==> src/rtl/qdac_pkg.sv <==
// Package for the quad DAC command register file: payload structs, command codes,
// CSR indexes, and the controller/datapath handshake structs.
// No dependencies.
package qdac_pkg;

   localparam int DATA_W       = 16;  // data_word and read_data width
   localparam int ADDR_W       = 2;   // device address width
   localparam int OP_W         = 4;   // operation code width
   localparam int MASK_W       = 4;   // channel_mask width
   localparam int RSP_CH_W     = 2;   // read_channel width
   localparam int PWR_W        = 2;   // power mode width
   localparam int CSR_IDX_W    = 1;   // configuration register index width
   localparam int CHANNELS_DEF = 4;
   localparam int CODE_BITS_DEF = 16;

   typedef enum logic [OP_W-1:0] {
      OP_NOP          = 4'd0,
      OP_WRITE        = 4'd1,
      OP_UPDATE       = 4'd2,
      OP_WRITE_UPDATE = 4'd3,
      OP_POWER        = 4'd4,
      OP_LDAC_MASK    = 4'd5,
      OP_RESET        = 4'd6,
      OP_LDAC_PULSE   = 4'd7,
      OP_READ_INPUT   = 4'd8,
      OP_READ_DAC     = 4'd9
   } op_type;

   localparam logic [CSR_IDX_W-1:0] CSR_DEVICE_ADDRESS = 1'd0;
   localparam logic [CSR_IDX_W-1:0] CSR_RESET_CODE     = 1'd1;

   typedef struct packed {
      logic [ADDR_W-1:0] target_address;
      logic [OP_W-1:0]   operation;
      logic [MASK_W-1:0] channel_mask;
      logic [DATA_W-1:0] data_word;
   } req_type;

   typedef struct packed {
      logic [DATA_W-1:0]   read_data;
      logic [RSP_CH_W-1:0] read_channel;
      logic [PWR_W-1:0]    power_mode;
      logic                last;
   } rsp_type;

   // Controller to datapath commands
   typedef struct packed {
      logic load_cmd;   // capture the transferred request
      logic apply;      // execute the captured non-readback command
      logic clear_idx;  // restart the channel scan
      logic step_idx;   // advance the channel scan
      logic load_rsp;   // load the result register from the current channel
   } ctrl_type;

   // Datapath to controller status
   typedef struct packed {
      logic addr_match; // captured command targets this device
      logic is_read;    // captured command is a readback
      logic sel_bit;    // current scan channel is selected
      logic last_bit;   // no selected channel follows the current one
      logic idx_at_end; // scan sits on the final channel
      logic rsp_free;   // result register can take a new item this cycle
   } stat_type;

endpackage

==> src/rtl/qdac_datapath.sv <==
// Datapath of the quad DAC command register file: command register, channel
// register file, CSRs, scan counter and result register. Uses qdac_pkg.
module qdac_datapath #(
   parameter int CHANNELS  = qdac_pkg::CHANNELS_DEF,
   parameter int CODE_BITS = qdac_pkg::CODE_BITS_DEF
) (
   input  logic                               clock,
   input  logic                               reset,
   input  qdac_pkg::req_type                  req_payload,
   input  logic                               rsp_ready,
   output logic                               rsp_valid,
   output qdac_pkg::rsp_type                  rsp_payload,
   input  logic                               csr_we,
   input  logic [qdac_pkg::CSR_IDX_W-1:0]     csr_index,
   input  logic [qdac_pkg::DATA_W-1:0]        csr_wdata,
   input  qdac_pkg::ctrl_type                 ctrl,
   output qdac_pkg::stat_type                 stat
);

   localparam int IDX_W  = (CHANNELS > 1) ? $clog2(CHANNELS) : 1;
   localparam int PAD_W  = qdac_pkg::DATA_W - CODE_BITS;
   localparam int SEL_W  = (CHANNELS < qdac_pkg::MASK_W) ? CHANNELS : qdac_pkg::MASK_W;
   localparam logic [IDX_W-1:0] LastIdx = IDX_W'(CHANNELS - 1);

   // Command register
   qdac_pkg::req_type cmd_ff, cmd_in;

   // CSRs
   logic [qdac_pkg::ADDR_W-1:0] dev_addr_ff, dev_addr_in;
   logic [qdac_pkg::DATA_W-1:0] reset_code_ff, reset_code_in;

   // Register file, codes kept as their CODE_BITS significant bits
   logic [CODE_BITS-1:0]          input_reg_ff [CHANNELS];
   logic [CODE_BITS-1:0]          input_reg_in [CHANNELS];
   logic [CODE_BITS-1:0]          dac_reg_ff   [CHANNELS];
   logic [CODE_BITS-1:0]          dac_reg_in   [CHANNELS];
   logic [qdac_pkg::PWR_W-1:0]    power_ff     [CHANNELS];
   logic [qdac_pkg::PWR_W-1:0]    power_in     [CHANNELS];
   logic [CHANNELS-1:0]           ldac_mask_ff, ldac_mask_in;

   // Scan counter and result register
   logic [IDX_W-1:0]  idx_ff, idx_in;
   logic              rsp_valid_ff, rsp_valid_in;
   qdac_pkg::rsp_type rsp_ff, rsp_in;

   logic [CHANNELS-1:0]  sel;
   logic [CODE_BITS-1:0] code;
   logic [CODE_BITS-1:0] rst_code;
   logic                 last_bit;
   qdac_pkg::op_type     op;

   assign op       = qdac_pkg::op_type'(cmd_ff.operation);
   assign code     = cmd_ff.data_word[qdac_pkg::DATA_W-1 -: CODE_BITS];
   assign rst_code = reset_code_ff[qdac_pkg::DATA_W-1 -: CODE_BITS];

   // Channel select, bits beyond the mask field or the channel count dropped
   always_comb begin
      sel = '0;
      for (int c = 0; c < SEL_W; c++) begin
         sel[c] = cmd_ff.channel_mask[c];
      end
   end

   always_comb begin
      last_bit = 1'b1;
      for (int c = 0; c < CHANNELS; c++) begin
         if ((IDX_W'(c) > idx_ff) && sel[c]) begin
            last_bit = 1'b0;
         end
      end
   end

   always_comb begin
      cmd_in = ctrl.load_cmd ? req_payload : cmd_ff;
   end

   always_comb begin
      dev_addr_in   = dev_addr_ff;
      reset_code_in = reset_code_ff;
      if (csr_we) begin
         case (csr_index)
            qdac_pkg::CSR_DEVICE_ADDRESS: dev_addr_in   = csr_wdata[qdac_pkg::ADDR_W-1:0];
            qdac_pkg::CSR_RESET_CODE:     reset_code_in = csr_wdata;
            default: ;
         endcase
      end
   end

   // Per-channel register updates, all lanes in the same cycle
   always_comb begin
      ldac_mask_in = ldac_mask_ff;
      for (int c = 0; c < CHANNELS; c++) begin
         input_reg_in[c] = input_reg_ff[c];
         dac_reg_in[c]   = dac_reg_ff[c];
         power_in[c]     = power_ff[c];
      end
      if (ctrl.apply) begin
         case (op)
            qdac_pkg::OP_WRITE: begin
               for (int c = 0; c < CHANNELS; c++) begin
                  if (sel[c]) input_reg_in[c] = code;
               end
            end
            qdac_pkg::OP_UPDATE: begin
               for (int c = 0; c < CHANNELS; c++) begin
                  if (sel[c]) dac_reg_in[c] = input_reg_ff[c];
               end
            end
            qdac_pkg::OP_WRITE_UPDATE: begin
               for (int c = 0; c < CHANNELS; c++) begin
                  if (sel[c]) begin
                     input_reg_in[c] = code;
                     dac_reg_in[c]   = code;
                  end
               end
            end
            qdac_pkg::OP_POWER: begin
               for (int c = 0; c < CHANNELS; c++) begin
                  power_in[c] = cmd_ff.data_word[2*c +: qdac_pkg::PWR_W];
               end
            end
            qdac_pkg::OP_LDAC_MASK: begin
               ldac_mask_in = cmd_ff.data_word[CHANNELS-1:0];
            end
            qdac_pkg::OP_RESET: begin
               for (int c = 0; c < CHANNELS; c++) begin
                  input_reg_in[c] = rst_code;
                  dac_reg_in[c]   = rst_code;
                  power_in[c]     = '0;
               end
               ldac_mask_in = '0;
            end
            qdac_pkg::OP_LDAC_PULSE: begin
               for (int c = 0; c < CHANNELS; c++) begin
                  if (!ldac_mask_ff[c]) dac_reg_in[c] = input_reg_ff[c];
               end
            end
            default: ;
         endcase
      end
   end

   always_comb begin
      idx_in = idx_ff;
      if (ctrl.clear_idx) begin
         idx_in = '0;
      end else if (ctrl.step_idx) begin
         idx_in = idx_ff + IDX_W'(1);
      end
   end

   always_comb begin
      rsp_valid_in = rsp_valid_ff;
      rsp_in       = rsp_ff;
      if (ctrl.load_rsp) begin
         rsp_valid_in = 1'b1;
         rsp_in.read_data = (op == qdac_pkg::OP_READ_INPUT)
            ? qdac_pkg::DATA_W'(input_reg_ff[idx_ff]) << PAD_W
            : qdac_pkg::DATA_W'(dac_reg_ff[idx_ff]) << PAD_W;
         rsp_in.read_channel = qdac_pkg::RSP_CH_W'(idx_ff);
         rsp_in.power_mode   = power_ff[idx_ff];
         rsp_in.last         = last_bit;
      end else if (rsp_ready) begin
         rsp_valid_in = 1'b0;
      end
   end

   always_ff @(posedge clock) begin
      cmd_ff <= cmd_in;
      rsp_ff <= rsp_in;
      idx_ff <= idx_in;
      if (reset) begin
         dev_addr_ff   <= '0;
         reset_code_ff <= '0;
         ldac_mask_ff  <= '0;
         rsp_valid_ff  <= 1'b0;
         for (int c = 0; c < CHANNELS; c++) begin
            input_reg_ff[c] <= '0;
            dac_reg_ff[c]   <= '0;
            power_ff[c]     <= '0;
         end
      end else begin
         dev_addr_ff   <= dev_addr_in;
         reset_code_ff <= reset_code_in;
         ldac_mask_ff  <= ldac_mask_in;
         rsp_valid_ff  <= rsp_valid_in;
         for (int c = 0; c < CHANNELS; c++) begin
            input_reg_ff[c] <= input_reg_in[c];
            dac_reg_ff[c]   <= dac_reg_in[c];
            power_ff[c]     <= power_in[c];
         end
      end
   end

   assign rsp_valid   = rsp_valid_ff;
   assign rsp_payload = rsp_ff;

   assign stat.addr_match = (cmd_ff.target_address == dev_addr_ff);
   assign stat.is_read    = (op == qdac_pkg::OP_READ_INPUT) || (op == qdac_pkg::OP_READ_DAC);
   assign stat.sel_bit    = sel[idx_ff];
   assign stat.last_bit   = last_bit;
   assign stat.idx_at_end = (idx_ff == LastIdx);
   assign stat.rsp_free   = !rsp_valid_ff || rsp_ready;

endmodule

==> src/rtl/qdac_controller.sv <==
// Controller of the quad DAC command register file: accepts a command, decodes
// it, and sequences the readback channel scan. Uses qdac_pkg.
module qdac_controller (
   input  logic               clock,
   input  logic               reset,
   input  logic               req_valid,
   output logic               req_ready,
   input  qdac_pkg::stat_type stat,
   output qdac_pkg::ctrl_type ctrl
);

   typedef enum logic [1:0] {
      S_IDLE,
      S_DECODE,
      S_SCAN
   } state_type;

   state_type state_ff, state_in;
   logic      req_ready_ff, req_ready_in;
   logic      emit_done;

   // Final selected channel handed over, or nothing left to look at
   assign emit_done = (stat.sel_bit && stat.rsp_free && stat.last_bit) ||
                      (!stat.sel_bit && stat.idx_at_end);

   always_comb begin
      state_in     = state_ff;
      req_ready_in = req_ready_ff;
      ctrl         = '0;
      case (state_ff)
         S_IDLE: begin
            if (req_valid && req_ready_ff) begin
               ctrl.load_cmd = 1'b1;
               req_ready_in  = 1'b0;
               state_in      = S_DECODE;
            end
         end
         S_DECODE: begin
            if (stat.addr_match && stat.is_read) begin
               ctrl.clear_idx = 1'b1;
               state_in       = S_SCAN;
            end else begin
               ctrl.apply   = stat.addr_match;
               req_ready_in = 1'b1;
               state_in     = S_IDLE;
            end
         end
         S_SCAN: begin
            ctrl.load_rsp = stat.sel_bit && stat.rsp_free;
            ctrl.step_idx = !stat.sel_bit || (stat.rsp_free && !stat.last_bit);
            if (emit_done) begin
               req_ready_in = 1'b1;
               state_in     = S_IDLE;
            end
         end
         default: begin
            req_ready_in = 1'b1;
            state_in     = S_IDLE;
         end
      endcase
   end

   always_ff @(posedge clock) begin
      if (reset) begin
         state_ff     <= S_IDLE;
         req_ready_ff <= 1'b1;
      end else begin
         state_ff     <= state_in;
         req_ready_ff <= req_ready_in;
      end
   end

   assign req_ready = req_ready_ff;

endmodule

==> src/rtl/quad_dac_command_register_file_unit.sv <==
// Top level of the quad DAC command register file.
// Instantiates qdac_controller and qdac_datapath; types come from qdac_pkg.
//
//   channel   ports                               moves per transfer
//   --------  ----------------------------------  -----------------------------
//   request   req_valid / req_ready / req_payload  one decoded command
//   response  rsp_valid / rsp_ready / rsp_payload  one readback result
//   csr       csr_we / csr_index / csr_wdata       one register write, no wait
//
// A command is transferred into the command register in S_IDLE and decoded in
// S_DECODE, where a non-readback command for this device is applied to the register
// file. A readback for this device then scans the channels one per cycle while the
// result register is free, channel 0 first; the scan counter in the datapath tracks
// the position. A result register separates the scan from the response side; the
// scan holds while that register is full and not being taken. Reset (synchronous,
// active high) clears the register file, CSRs and control state.
module quad_dac_command_register_file_unit #(
   parameter int CHANNELS  = qdac_pkg::CHANNELS_DEF,
   parameter int CODE_BITS = qdac_pkg::CODE_BITS_DEF
) (
   input  logic                           clock,
   input  logic                           reset,
   // Command request channel
   input  logic                           req_valid,
   output logic                           req_ready,
   input  qdac_pkg::req_type              req_payload,
   // Readback response channel
   output logic                           rsp_valid,
   input  logic                           rsp_ready,
   output qdac_pkg::rsp_type              rsp_payload,
   // Configuration write port
   input  logic                           csr_we,
   input  logic [qdac_pkg::CSR_IDX_W-1:0] csr_index,
   input  logic [qdac_pkg::DATA_W-1:0]    csr_wdata
);

   // Command and status between the control FSM and the datapath
   qdac_pkg::ctrl_type ctrl;
   qdac_pkg::stat_type stat;

   // Control: owns req_ready and the decode / scan sequencing
   qdac_controller u_ctrl (
      .clock     (clock),
      .reset     (reset),
      .req_valid (req_valid),
      .req_ready (req_ready),
      .stat      (stat),
      .ctrl      (ctrl)
   );

   // Datapath: register file, CSRs, scan counter and result register
   qdac_datapath #(
      .CHANNELS  (CHANNELS),
      .CODE_BITS (CODE_BITS)
   ) u_dp (
      .clock       (clock),
      .reset       (reset),
      .req_payload (req_payload),
      .rsp_ready   (rsp_ready),
      .rsp_valid   (rsp_valid),
      .rsp_payload (rsp_payload),
      .csr_we      (csr_we),
      .csr_index   (csr_index),
      .csr_wdata   (csr_wdata),
      .ctrl        (ctrl),
      .stat        (stat)
   );

endmodule

==> config.mk <==
export PLATFORM = sky130hd
export DESIGN_NAME = quad_dac_command_register_file_unit
export DESIGN_NICKNAME = d
export VERILOG_FILES = /design/src/rtl/qdac_pkg.sv /design/src/rtl/qdac_datapath.sv /design/src/rtl/qdac_controller.sv /design/src/rtl/quad_dac_command_register_file_unit.sv
export SDC_FILE = /design/constraint.sdc
export NUM_CORES = 1
export LEC_CHECK = 0
export BUFFER_PORTS_ARGS = -buffer_cell sky130_fd_sc_hd__buf_2
export CORE_UTILIZATION = 25
export CTS_CLUSTER_DIAMETER = 150
export CTS_CLUSTER_SIZE = 25
export DETAILED_ROUTE_END_ITERATION = 10
export GPL_TIMING_DRIVEN = 1
export PLACE_DENSITY = 0.5
export SKIP_LAST_GASP = 1
export SLEW_MARGIN = 20
export SYNTH_ARGS = -nofsm -noshare
export SYNTH_HDL_FRONTEND = slang
export SYNTH_HIERARCHICAL = 1
export SYNTH_SLANG_ARGS = --single-unit
export TNS_END_PERCENT = 30
==> constraint.sdc <==
create_clock -name clock -period 3.2 [get_ports clock]
set_input_delay 0.32 -clock clock [delete_from_list [all_inputs] [get_ports clock]]
set_output_delay 0.32 -clock clock [all_outputs]
set_load 0.01 [all_outputs]
==> impl_metrics.toml <==
[route]
wl_met3_mm = 1.623
wirelength_mm = 29.38
drc_errors = 2
via_count = 7501
drtIter0Drc = 639
dr_wl_met2_mm = 13.40
wl_per_cell_um = 19.28
routed.top_layer = "met4"
avgViaCountPerCell = 4.922
drt_first_pass_iters = 8
wl_met1_mm = 14.09
antenna_left = 0

[logic_synthesis]
yosys_warnings = 6
ys_ff_latch = 213
ys_types = 46
synth_nets = 991
ys_seq_area_frac = 0.5209
syn_area_um2 = 10470
syn-mean-instance-area_um2 = 11.14
synth_cells = 940

[clocking]
clk_latency_ps = 500
cts_made_buffers = 12
path_clk_slew_ps = 110
ctsResizeCount = 0
cts_max_path_buffers = 3
cts_hold_buffers = 13
cts_root_buf = "clkbuf_16"
cts_tree = "built"
clock_sinks = 213
h-tree-depth = 1
cts_setup_buffers = 0

[worst_setup_path]
rr_endpoint = "u_dp/input_reg_ff[2][3]"
r2r_cells = 7
critPathMaxFanout = 32
arrival_ps = 2810
path_class = "flop to flop"
worstPathRequired_ps = 3560
crit_path_start_kind = "flop"
crit_start = "u_dp/op[2]"
r2r_start = "u_dp/op[2]"
reg2reg_slack_ps = 750
endpoint = "u_dp/input_reg_ff[2][3]"
worst_setup_path_end_kind = "flop"

[cells_and_area]
seq_area_um2 = 5458
design_area_um2 = 11880
layout-drive-gt1-share = 0.1996
fillers = 4292
multi_input_area_um2 = 4613
syn2layout_area_growth_pct = 13.43
n_antenna_cell = 0
finish.utilization = 0.2890
nets = 1037

[floorplanning]
die_area_um2 = 42710
core_area_um2 = 41110
rows = 74
die_w_um = 206.7
dieHeight_um = 206.7
io_pins = 71
start_util = 0.2547

[global_route]
grt_use_total = 0.1384
grt-ovfl-total = 0
grt_pass1_vias = 7220
grt_max_degree = 101
antenna_found_initial = 0
grt_pass1_wl_mm = 45.16

[sta]
fin_skew_ps = 40.31
drv_slew = 0
worst_hold_slack_ps = 20.47
max_slew_margin = 0.4268
setup_viol = 0
final_hold_viol_count = 0
tns_ps = 0
period_minus_slack_ps = 2450
fin_crit_sh = 0.7658
fmax_ghz = 0.4081
worst_slew_pin_slew_ps = 859.8
grt_setup_unrepaired = "no"

[min_path]
hp-class = "primary input to flop"
whs_path_depth = 1

[status]
violations = "DRC"
status = "finished with violations"

[placement]
place_area_um2 = 11360
hpwlAfterDp_mm = 19.00
gp_congestion = 0.7361
numPortBuffers = 70

[power]
peakVddDrop_v = 0.0002736
leakage_nw = 3.911
power_density_nw_per_um2 = 452.4
p_total_mw = 5.374

[job]
max_cap_violations = 0
-- state kept, by name (all words and copies together), names as in the netlist, 4 cells and up, named ones only --
signal	cells
u_dp/ldac_mask_ff	4
u_dp/dac_reg_ff	64
u_dp/power_ff	8
u_dp/rsp_payload	21
u_dp/reset_code_ff	16
u_dp/op	4
u_dp/sel	4
u_dp/input_reg_ff	64
u_dp/code	16
-- worst min path at each step --
stage	startpoint	endpoint	slack (ps)
4_1_cts	req_payload[25]	u_dp/cmd_ff[25]	2
6_report	req_payload[0]	u_dp/code[0]	20
3_5_place_dp	u_dp/reset_code_ff[15]	u_dp/reset_code_ff[15]	460
3_3_place_gp	u_dp/reset_code_ff[14]	u_dp/reset_code_ff[14]	460
5_1_grt	req_payload[0]	u_dp/code[0]	0.6
2_1_floorplan	reset	u_ctrl/state_ff[0]	390
-- layer usage --
metal | GRT usage | vias up
li1 | - | 3580
met1 | 0.2070 | 3663
met2 | 0.2170 | 242
met3 | 0.01413 | 16
met4 | 0.02337 | 0
met5 | 0 | -
-- critical path: stages (launching register included) --
cell	delay, ps
edfxtp_1	570
nor3b_1	350
and4bb_2	320
nand2b_2	110
buf_4	350
a211o_1	190
buf_4	290
o211ai_1	140
-- cells in the mapped netlist (all sizes together) --
cell type  number  area, um2
nand4bb         2      22.52
and2            9      56.30
and4bb          2      25.02
and3            2      12.51
o221ai          4      60.06
a211o           4      35.03
clkbuf         47      176.4
mux2           16      180.2
a31oi           1      6.260
a21boi          1      7.510
nand4b          1      15.01
nor3            1      5.000
a221o           1      10.01
inv             9      33.78
nor2            8      30.03
a21oi          85      425.4
edfxtp        119       3573
a311o           1      10.01
o21ai          68      340.3
ha              3      37.54
mux2i          19      190.2
o211ai         64      580.6
buf            33      206.5
a221oi          1      8.760
xor2            3      26.28
a21o           16      120.1
xnor2           3      33.79
nand3          65      325.3
o21bai          1      7.510
nand4           4      25.02
nor2b          67      419.2
and3b           1      8.760
dfxtp          94       1882
clkinv          1      3.750
nor3b           2      15.01
nand2          97      364.1
mux4           35      788.3
nand2b         11      68.82
and4b           1      13.76
nand3b         38      322.8
-- cell families (layout without fill, tap and decap cells) --
kind of cell,after synthesis,after routing,synth area share
xor gates and xnor gates,6,6,0.005736
buffers and inverters,90,142,0.04014
and+or+nand+nor,311,311,0.1651
AOI/OAI and AO/OA,247,247,0.1539
muxes,70,70,0.1106
DFF,213,213,0.5209
adders and majority gates,3,3,0.003585
-- final cells by class --
| class | instances | share of cell area |
|---|---|---|
| tap | 532 | 0.05604 |
| timing repair buffer | 112 | 0.06236 |
| clock buffer | 19 | 0.02928 |
| clock inverter | 1 | 0.001369 |
| sequential | 213 | 0.4594 |
| multi-input combinational | 637 | 0.3883 |
| inverter | 10 | 0.003160 |
-- placed cells by master, fill, tap and decap left out, types with 9 or more instances in the layout --
| master | netlist | layout |
|---|---|---|
| mux2i_1 | 19 | 19 |
| dfxtp_1 | 94 | 92 |
| dlygate4sd3_1 | 0 | 15 |
| nor2b_1 | 67 | 67 |
| buf_4 | 4 | 24 |
| nand3_1 | 65 | 65 |
| mux4_2 | 35 | 35 |
| a21oi_1 | 85 | 85 |
| buf_2 | 24 | 70 |
| and2_1 | 9 | 9 |
| inv_1 | 9 | 9 |
| mux2_2 | 16 | 16 |
| nand2_1 | 97 | 97 |
| a21o_1 | 16 | 16 |
| edfxtp_1 | 119 | 119 |
| nand2b_1 | 11 | 9 |
| o211ai_2 | 20 | 20 |
| nand3b_1 | 35 | 35 |
| clkbuf_16 | 0 | 13 |
| o211ai_1 | 44 | 44 |
| o21ai_0 | 67 | 67 |
-- through the flow --
stage | instances | setup slack, ps
global placement | 1489 | 780.2
global route | 1524 | 540.5
detailed placement | 1489 | 774.4
CTS | 1522 | 743.6
finish | 1524 | 749.6
floorplan | 940 | 1010
-- power by group --
group / switching [mW] / leakage, nW / internal, mW / total (mW)
clock network: 0.953 / 0.174 / 0.770 / 1.72
logic: 0.345 / 1.80 / 0.246 / 0.591
registers: 0.0740 / 1.94 / 2.99 / 3.06
(Power assumes the default switching activity.)
